$ cat src/rtl/ssi_pkg.sv
// ----------------------------------------------------------------------------
// ssi_pkg: shared types for the subrange integer sorter
// Control state, the broadcast control word for the cell row, field widths.
// ----------------------------------------------------------------------------
package ssi_pkg;

  // field widths fixed by the item format
  localparam int VALUE_W = 32;
  localparam int POS_W   = 6;

  // sequencer states
  typedef enum logic [1:0] {
    ST_LOAD,
    ST_MARK,
    ST_SORT,
    ST_EMIT
  } state_t;

  // control word broadcast to every cell
  typedef struct packed {
    logic             shift;    // move contents one cell towards cell 0
    logic             mark;     // latch the in-range flag
    logic             sort_en;  // compare-exchange round active
    logic             parity;   // which pairs exchange this round
    logic [POS_W-1:0] lo;       // first sorted position
    logic [POS_W-1:0] hi;       // last sorted position, already clamped
  } ctrl_t;

endpackage

$ cat src/rtl/ssi_cell.sv
// ----------------------------------------------------------------------------
// ssi_cell: one slot of the sorting row
// Holds one element with its list position; shifts, marks and does
// odd-even compare-exchange with its neighbours.
// ----------------------------------------------------------------------------
module ssi_cell #(
  parameter int IW  = 6,
  parameter bit ODD = 1'b0
) (
  input  logic                               clk,
  input  logic                               rst,
  input  ssi_pkg::ctrl_t                     ctrl,
  // right neighbour (next higher cell, or the row's feed)
  input  logic signed [ssi_pkg::VALUE_W-1:0] right_value,
  input  logic                               right_valid,
  input  logic [IW-1:0]                      right_tag,
  input  logic                               right_flag,
  // left neighbour (next lower cell)
  input  logic signed [ssi_pkg::VALUE_W-1:0] left_value,
  input  logic                               left_flag,
  output logic signed [ssi_pkg::VALUE_W-1:0] value,
  output logic                               valid,
  output logic [IW-1:0]                      tag,
  output logic                               flag
);

  logic is_low;
  logic take_right;
  logic take_left;
  logic in_range;

  // this cell is the lower member of its pair when parities agree
  assign is_low     = (ODD == ctrl.parity);
  assign take_right = is_low && flag && right_flag && (value > right_value);
  assign take_left  = !is_low && flag && left_flag && (left_value > value);
  assign in_range   = valid && (ssi_pkg::POS_W'(tag) >= ctrl.lo) &&
                      (ssi_pkg::POS_W'(tag) <= ctrl.hi);

  // occupancy
  always_ff @(posedge clk) begin
    if (rst) begin
      valid <= 1'b0;
    end else if (ctrl.shift) begin
      valid <= right_valid;
    end
  end

  // payload: shift, mark, exchange
  always_ff @(posedge clk) begin
    if (ctrl.shift) begin
      value <= right_value;
      tag   <= right_tag;
    end else if (ctrl.sort_en) begin
      if (take_right) begin
        value <= right_value;
      end else if (take_left) begin
        value <= left_value;
      end
    end
    if (ctrl.mark) begin
      flag <= in_range;
    end
  end

endmodule

$ cat config.mk
export PLATFORM = sky130hd
export DESIGN_NAME = ssi_cell
export DESIGN_NICKNAME = d
export VERILOG_FILES = /design/src/rtl/ssi_pkg.sv /design/src/rtl/ssi_cell.sv
export SDC_FILE = /design/constraint.sdc
export NUM_CORES = 1
export LEC_CHECK = 0
export CAP_MARGIN = 40
export CORE_MARGIN = 10
export CORE_UTILIZATION = 43
export DETAILED_ROUTE_END_ITERATION = 16
export DONT_BUFFER_PORTS = 1
export HOLD_SLACK_MARGIN = 0.02
export SYNTH_ARGS = -nofsm -noshare
export SYNTH_HDL_FRONTEND = slang
export SYNTH_SLANG_ARGS = --single-unit
$ cat constraint.sdc
create_clock -name clk -period 9 [get_ports clk]
set_clock_uncertainty 0.15 [all_clocks]
set_input_delay 0.9 -clock clk [delete_from_list [all_inputs] [get_ports clk]]
set_output_delay 0.9 -clock clk [all_outputs]
set_load 0.005 [all_outputs]
==> results of run 1 <==
==> flip-flops by register name, summed over array words and instances, names as in the netlist <==
name and flops:
flag 1, tag 6, valid 1, value 32
==> worst paths after layout <==
| kind | cells past startpoint | start | to |
|---|---|---|---|
| setup / recovery | 10 | right_value[31] | value[31]$_DFFE_PP_ |
| hold / removal | 2 | valid$_SDFFE_PP0P_ | valid$_SDFFE_PP0P_ |
| setup reg to reg | 9 | value[31]$_DFFE_PP_ | value[31]$_DFFE_PP_ |
| hold reg to reg | 2 | valid$_SDFFE_PP0P_ | valid$_SDFFE_PP0P_ |
==> routing by layer <==
layer | vias up | share of wire, %
li1 | 1269 | -
met2 | 79 | 49
met5 | - | 0
met1 | 1161 | 39
met4 | 0 | 0.74
met3 | 7 | 11
==> where the power goes <==
| group | total, mW | internal (mW) | switching, mW | leakage, nW |
|---|---|---|---|---|
| clock | 0.208 | 0.139 | 0.0696 | 0.0784 |
| combinational | 0.133 | 0.0661 | 0.0671 | 1.55 |
| sequential | 0.243 | 0.225 | 0.0176 | 0.386 |
| total | 0.584 | 0.430 | 0.154 | 2.01 |
==> worst register-to-register path: stages (launching register included) <==
cell	delay (ns)
sky130_fd_sc_hd__edfxtp_1	0.48
sky130_fd_sc_hd__ha_1	0.37
sky130_fd_sc_hd__nand4_1	0.17
sky130_fd_sc_hd__nor4_1	0.52
sky130_fd_sc_hd__nor2_1	0.15
sky130_fd_sc_hd__a41oi_2	0.22
sky130_fd_sc_hd__a211oi_2	0.09
sky130_fd_sc_hd__o21bai_4	0.15
sky130_fd_sc_hd__buf_4	0.53
sky130_fd_sc_hd__mux2_2	0.41
==> final cells by class <==
class,count,area [um^2]
Tap cell,105,131.4
Fill cell,776,4312
Multi-Input combinational cell,234,2195
Timing Repair Buffer,2,15.01
Clock inverter,3,90.09
Clock buffer,5,68.82
Sequential cell,40,1191
Inverter,79,296.5
==> cell families after synthesis <==
kind of cell / Yosys count / synth area share [%]
AO/OA/AOI/OAI: 63 / 11.72
adder cells (fa/ha/maj): 76 / 25.59
buffers and inverters: 82 / 8.889
flip-flops: 40 / 32.05
multiplexers: 34 / 13.17
AND/OR/NAND/NOR: 61 / 8.586
==> synthesized netlist by cell type, types with 2 or more instances <==
cell and n:
sky130_fd_sc_hd__nor2_1 9, sky130_fd_sc_hd__nand2_1 20, sky130_fd_sc_hd__mux2_2 3, sky130_fd_sc_hd__nor2b_1 2, sky130_fd_sc_hd__nand2b_1 5, sky130_fd_sc_hd__a21o_1 9, sky130_fd_sc_hd__nand4_1 12, sky130_fd_sc_hd__inv_1 79
sky130_fd_sc_hd__nor4_1 2, sky130_fd_sc_hd__nand3_1 4, sky130_fd_sc_hd__buf_6 3, sky130_fd_sc_hd__nand3b_1 2, sky130_fd_sc_hd__ha_1 76, sky130_fd_sc_hd__mux2_4 29, sky130_fd_sc_hd__edfxtp_1 39, sky130_fd_sc_hd__o21a_1 4
sky130_fd_sc_hd__a21oi_1 26, sky130_fd_sc_hd__mux2i_1 2, sky130_fd_sc_hd__a211oi_1 3, sky130_fd_sc_hd__o21ai_0 9
==> stage by stage <==
stage | instances | worst slack [ns]
after floorplan | 356 | 5.151
after global placement | 460 | 5.150
after detailed placement | 460 | 5.095
after CTS | 468 | 5.403
after global routing | 468 | 5.226
final | 468 | 5.428
==> run summary, run 1 <==
The pin slew with the least headroom to its limit came out at 0.6168 ns. Row generation in the floorplan step produced 33 rows. From synthesis to final layout, the design area changed by 7.306%. The tools report the count of TritonRoute iterations in the first routing pass as 4. The leakage power summed over all cells is 2.010 nW, and the number of vias per cell is 5.376. In the routed design, unresolved DRC markers number 0.

The detailed placement HPWL was 7768 um; the final weighted congestion in routability-driven placement was 0.7948. The sequential area share after synthesis is 32.05%, and the insertion delay to the later sink of the worst-skew pair is 0.30 ns. The run gives 8299 um^2 as the standard cell core area. The synthesized netlist occupies a cell area of 3716 um^2.

For this block, the initial DRC count from the detailed router was 55. In this run the clock root is driven by a sky130_fd_sc_hd__clkbuf_8. For the number of violations of the max-capacitance limit, the log shows 0. In this run the number of H-tree levels came out at 2. For this design, the slowest cell found on the critical path is sky130_fd_sc_hd__buf_4. Traced cell by cell, the critical path runs through inv_1 > ha_1 > nand4_1 > nor4_1 > nor2_1 > a41oi_2 > a211oi_2 > o21bai_4 > buf_4 > mux2_2. Summing all non-filler instances in the final layout gives an area of 3988 um^2. The largest driver fanout on the critical path was 32. After detailed routing, the total wire length is 9057 um. TritonCTS built the clock tree. The remaining antenna violation count was 0; the overall overflow remaining after global route was 0. The number of different library cells in the post-synthesis netlist is 38, and the number of buffers inserted during clock tree synthesis is 5.

Synthesis inferred 40 register bits. Library cell occupying the most area in the post-synthesis netlist: sky130_fd_sc_hd__edfxtp_1. The critical path launch point type is an input port. The worst setup slack for register-to-register paths is 5.52 ns. The type of the worst setup path was input port to flip-flop. Post-cts gate resize count: 0. The count of vias placed by the detailed router came out at 2,516.

Of the cells placed in the final design, the portion with a size suffix greater than 1 is 13.77%. Counting every net in the synthesized netlist gives 523. Headroom to the max-slew limit came out at 58.88%.

Pin count of the biggest net entering global routing: 33. Yosys attributes the largest share of cell area to sky130_fd_sc_hd__edfxtp_1 32%, sky130_fd_sc_hd__ha_1 26%, sky130_fd_sc_hd__mux2_4 12%. On the worst path, the slowest cell contributes a delay of 0.53 ns. Counting flops with an async set or reset pin after synthesis yields a share of 0%. The initial utilization of the core area, before any placement, comes to 44.78%.

The die covers 12,760 um^2. The tools report the kind of end point of the critical path as a flip-flop. The number of hold violations in the final report was 0. Timing would allow up to 0.2799 GHz. In this run the worst hold path is classified as flip-flop to flip-flop. The global routing met1 resource utilization is 14.88%, and the number of hold buffers added after CTS is 0. STA puts the critical path data required time at 8.91 ns.

The tools report the sink count of the clock tree as 40. Counting along the longest clock path gives a buffer depth of 2. The critical path buffer and inverter count was 2; the global-route wire length before repair was 14,350 um. From left edge to right edge, the die measures 113.0 um. The logs give 13.75% for the global-route usage over all layers and 0.4035 ns for the final-layout worst hold slack. On the critical path the largest part of the delay comes from simple AND/OR/NAND/NOR gates. Data arrival time of the critical path: 3.48 ns.

Number of global-route vias before repair: 2,768. Final standard cell utilization of the core: 48.05%. In the layout the commonest cells are 79 x sky130_fd_sc_hd__inv_1, 76 x sky130_fd_sc_hd__ha_1, 39 x sky130_fd_sc_hd__edfxtp_1.

For the aggregate negative setup slack, the log shows 0 ns. The tools report the count of synthesis-stage warnings from yosys as 0. The mean instance size in the synthesized netlist came out at 10.44 um^2. The most used flip-flop cell after synthesis is sky130_fd_sc_hd__edfxtp_1. The floorplan step set the die height to 113.0 um. The placed instances occupy a cell area of 3829 um^2. IR analysis of the VDD net gives a maximum drop of 0.00007311 V. The busiest layer in global routing was met2. The final layout net count is 529. Clock-pin slew was measured on the worst setup and hold paths at 0.09 ns. Dividing total power by cell area gives a power density of 146.5 nW/um^2. The share of Yosys cell area claimed by the top area cell type is 31.52%, and the antenna diode count is 0. Dividing the detail-routed wire length by the instance count gives 19.35 um.

Yosys mapped a number of flops with a built-in enable equal to 39. The run finished with clean final reports. The run gives 356 as the number of standard cells after synthesis. The overall power is 0.5842 mW. For the initial antenna violation count, the log shows 0. Dividing the final minimum period by the clock period gives 39.69%. The count of boundary I/O pins came out at 131. Leaving out fill and tap cells, the most frequent cell in the layout is sky130_fd_sc_hd__inv_1. The count of port buffers added during placement works out to 0.

Setup repair after global routing left no endpoint under its margin. The tools report the total of endpoints with negative setup slack in the final report as 0. For this run, global-route usage on met2 was measured as 24.19%. After clock tree synthesis, the setup repair step added 0 buffers. In the global route stage, met3 resource usage came out at 6.286%. The tools report the final-report max-slew violation count as 0. The smallest clock period supported by the final layout is computed as 3.573 ns.
(Power assumes the default switching activity.)
==> inputs of run 2 (changes only) <==
clock period = 2.94 ns   (was 9 ns; I/O delays follow)
==> run 2 against run 1 <==
- count of clock-buffer cells in the layout stayed put
- critical path type is now flip-flop to flip-flop
- critical endpoint is now value[13]$_DFFE_PP_
- clock power rose by 120%
- global-route usage up 0.72 points
- sequential power grew to 3.0 times the previous value
- die area is the same
- non-clock buffer count up 56
- first-iteration DRC count rose by 40%
- cell count grew 12%
==> run summary, run 2 (synthesized netlist as in run 1, its figures left out) <==
For the antenna diode count, the log shows 0. The global-route wire length before repair is 14,920 um, and the detailed placement HPWL is 8320 um. The destination of the worst hold path is value[10]$_DFFE_PP_.

The run gives 2 as the buffer depth of the longest clock path. Measured against its own limit, the worst slew margin works out to 76.66%. The period utilization is 98.20%.

The number of vias per cell came out at 5.191. The critical path is of the flip-flop to flip-flop type. The fraction of layout cells with a size suffix above 1 came out at 25.54%. The die covers 12,760 um^2. The library cell used most frequently in the layout, excluding fill and tap cells, is sky130_fd_sc_hd__inv_1. The width of the die works out to 113.0 um. For this run, design rule violations remaining after detail routing come to 0. For the switching power, the log shows 0.5064 mW. Clock latency on the worst-skew pair, taken at its later pin, is 0.30 ns.

The run gives 0 as the total of endpoints with negative setup slack in the final report. The run gives 0.8143 as the final weighted congestion in routability-driven placement. The number of cell rows is 33, and the clock transition at the registers of the reported paths is 0.09 ns. In the final routed layout, each cell accounts on average for 18.79 um. Startpoint of the most critical register-to-register path: value[25]$_DFFE_PP_. The largest registers in the layout are value x32, tag x6. The tools report the clock group share of total power as 26.7%. The count of TritonRoute iterations in the first routing pass is 4. Number of flip-flops under the largest register name: 32. Once the floorplan was initialized, standard cells occupied 44.78% of the core. The slowest stage of the critical path is the sky130_fd_sc_hd__edfxtp_1 cell.

The critical path launch point type is a flip-flop. The flow ran to the end, and the final reports show no timing, DRC or antenna violations. The final-report max-slew violation count was 0; the count of vias placed by the detailed router was 2,720. The count of port buffers added during placement is 0, and the number of cell instances on the worst register-to-register path is 11. TritonCTS built the clock tree. In the layout the commonest cells are 79 x sky130_fd_sc_hd__inv_1, 74 x sky130_fd_sc_hd__ha_1, 40 x sky130_fd_sc_hd__buf_4. Walking the worst path, the cells encountered are ha_1 > a21oi_1 > nor2_1 > a211oi_1 > o21ai_0 > a211oi_2 > o21bai_4 > buf_12 > buf_6 > o22a_4 > buf_12. Number of global-route vias before repair: 2,933. The tools report the startpoint of the lowest-slack hold path as right_value[10]. The worst path in the final design needs a cycle of 2.887 ns, including I/O delays and setup.

The region available for standard cell placement spans 8299 um^2. In the global route stage, overall resource usage came out at 14.47%. The cell type with the highest occurrence count on the critical path is sky130_fd_sc_hd__buf_12.

Register with the most flip-flops: value. The logs give 0.05597 ns for the final-layout worst hold slack and 2.319 nW for the leakage power summed over all cells. The tools report the relative contribution of sequential cells to total power as 42.1%. The number of violations of the max-capacitance limit is 0, and the initial antenna violation count is 0. The setup check on the worst reg-to-reg path leaves a slack of 0.05 ns. The tools report the internal cell power as 1.233 mW. The relative contribution of combinational cells to total power was 31.2%. In this run the critical register-to-register path is captured at value[13]$_DFFE_PP_.

Once detail routing completed, the nets flagged for antenna violations numbered 0. Setup repair after global routing could not meet its margin everywhere. The violation count after the first detailed-routing iteration was 77.

The tools report the data arrival time of the critical path as 2.80 ns. The number of hold violations in the final report is 0, and the switching portion of total power is 29.12%. Pin placement for this block handled 131 I/O pins. The H-tree level count is 2, and the required time of the critical path is 2.85 ns. The die is 113.0 um tall.

The tools report the kind of end point of the critical path as a flip-flop. The run gives 585 as the final layout net count. The synthesis-to-finish area growth is 23.37%. The root buffer cell chosen for the clock tree is sky130_fd_sc_hd__clkbuf_8.

On the worst path, the slowest cell contributes a delay of 0.44 ns. The depth of the worst hold-timing path is 1, and the sink count of the clock tree is 40. For this block, the routed nets add up to 9847 um of wire. For the number of buffers inserted during clock tree synthesis, the log shows 5.

Class of the tightest hold or removal check: input port to flip-flop. For the final routed database, the setup TNS stands at 0 ns. The largest driver fanout on the critical path is 15.

Power spread over the standard cell area amounts to 379.3 nW/um^2. The pin slew with the least headroom to its limit is 0.3465 ns. Global routing finished with a remaining overflow of 0. Derived from the worst setup path, the maximum achievable clock frequency is 0.3464 GHz. Entering global routing, the biggest net connects 16 pins.

VDD sags by at most 0.0002009 V.
-- run 2: cell count changes in the layout (fill, tap and decap cells not counted), sizes merged --
cell | previous run | this run
clkbuf | 5 | 7
clkinvlp | 0 | 1
clkinv | 0 | 1
buf | 2 | 46
bufinv | 3 | 1
dlygate4sd3 | 0 | 10
-- run 2: worst max path at each step --
stage / start / end / slack (ns) / cells past startpoint
after CTS: value[26]$_DFFE_PP_ / value[0]$_DFFE_PP_ / 0.005 / 10
after global routing: value[11]$_DFFE_PP_ / value[24]$_DFFE_PP_ / -0.05 / 11
after detailed placement: value[13]$_DFFE_PP_ / value[0]$_DFFE_PP_ / -0.05 / 9
after global placement: value[15]$_DFFE_PP_ / value[0]$_DFFE_PP_ / -0.02 / 9
after floorplan: value[15]$_DFFE_PP_ / value[0]$_DFFE_PP_ / 0.09 / 9
final: value[25]$_DFFE_PP_ / value[13]$_DFFE_PP_ / 0.05 / 11
-- run 2: per-layer routing --
layer,GRT usage [%],part of all wire [%],vias to the layer above
li1,-,-,1385
met1,14.46,39,1250
met2,25.88,50,77
met3,7.554,10,8
met4,3.553,1.1,0
met5,0,0,-
-- run 2: area by class of cell --
cell class,instances,area [um^2]
fill,710,3715
multi-input combinational,234,2292
sequential,40,1191
timing repair buffer,58,561.8
inverter,79,296.5
tap,105,131.4
clock buffer,5,68.82
clock inverter,3,42.54
-- run 2: through the flow --
stage / worst slack, ns / area [um^2] / power (mW) / utilization (%) / cells
after detailed placement: -0.05009 / 4143 / 1.237 / 49.92 / 494
after floorplan: 0.09264 / 3725 / 1.073 / - / 356
after global routing: -0.04555 / 4584 / 1.852 / 55.24 / 524
after CTS: 0.005408 / 4377 / 1.722 / 52.74 / 513
after global placement: -0.02330 / 4143 / 1.222 / 49.92 / 494
final: 0.05304 / 4584 / 1.739 / 55.24 / 524
-- run 2: power groups by stage --
stage               Sequential (mW)  Clock [mW]  Combinational [mW]
floorplan                     0.736           0               0.337
global placement              0.743           0               0.479
detailed placement            0.746           0               0.491
CTS                           0.733       0.478               0.511
global route                  0.740       0.500               0.612
finish                        0.732       0.464               0.543
-- run 2: what timing repair did --
item | in CTS | in global routing
hold buffers | 10 | 0
pin swaps | 2 | 17
setup buffers | 1 | 9
cloned | 0 | 2
endpoints found under the hold margin | 14 | 0
endpoints found under the setup margin | 61 | 64
resized for setup | 2 | 14
-- run 2: worst max-delay path: cells and delay by family, from the launching register on --
kind	cells	cell delay [ns]
AO/OA/AOI/OAI	6	1.24
flip-flops	1	0.44
buffers and inverters	3	0.42
AND/OR/NAND/NOR	1	0.06
adder cells (fa/ha/maj)	1	0.34
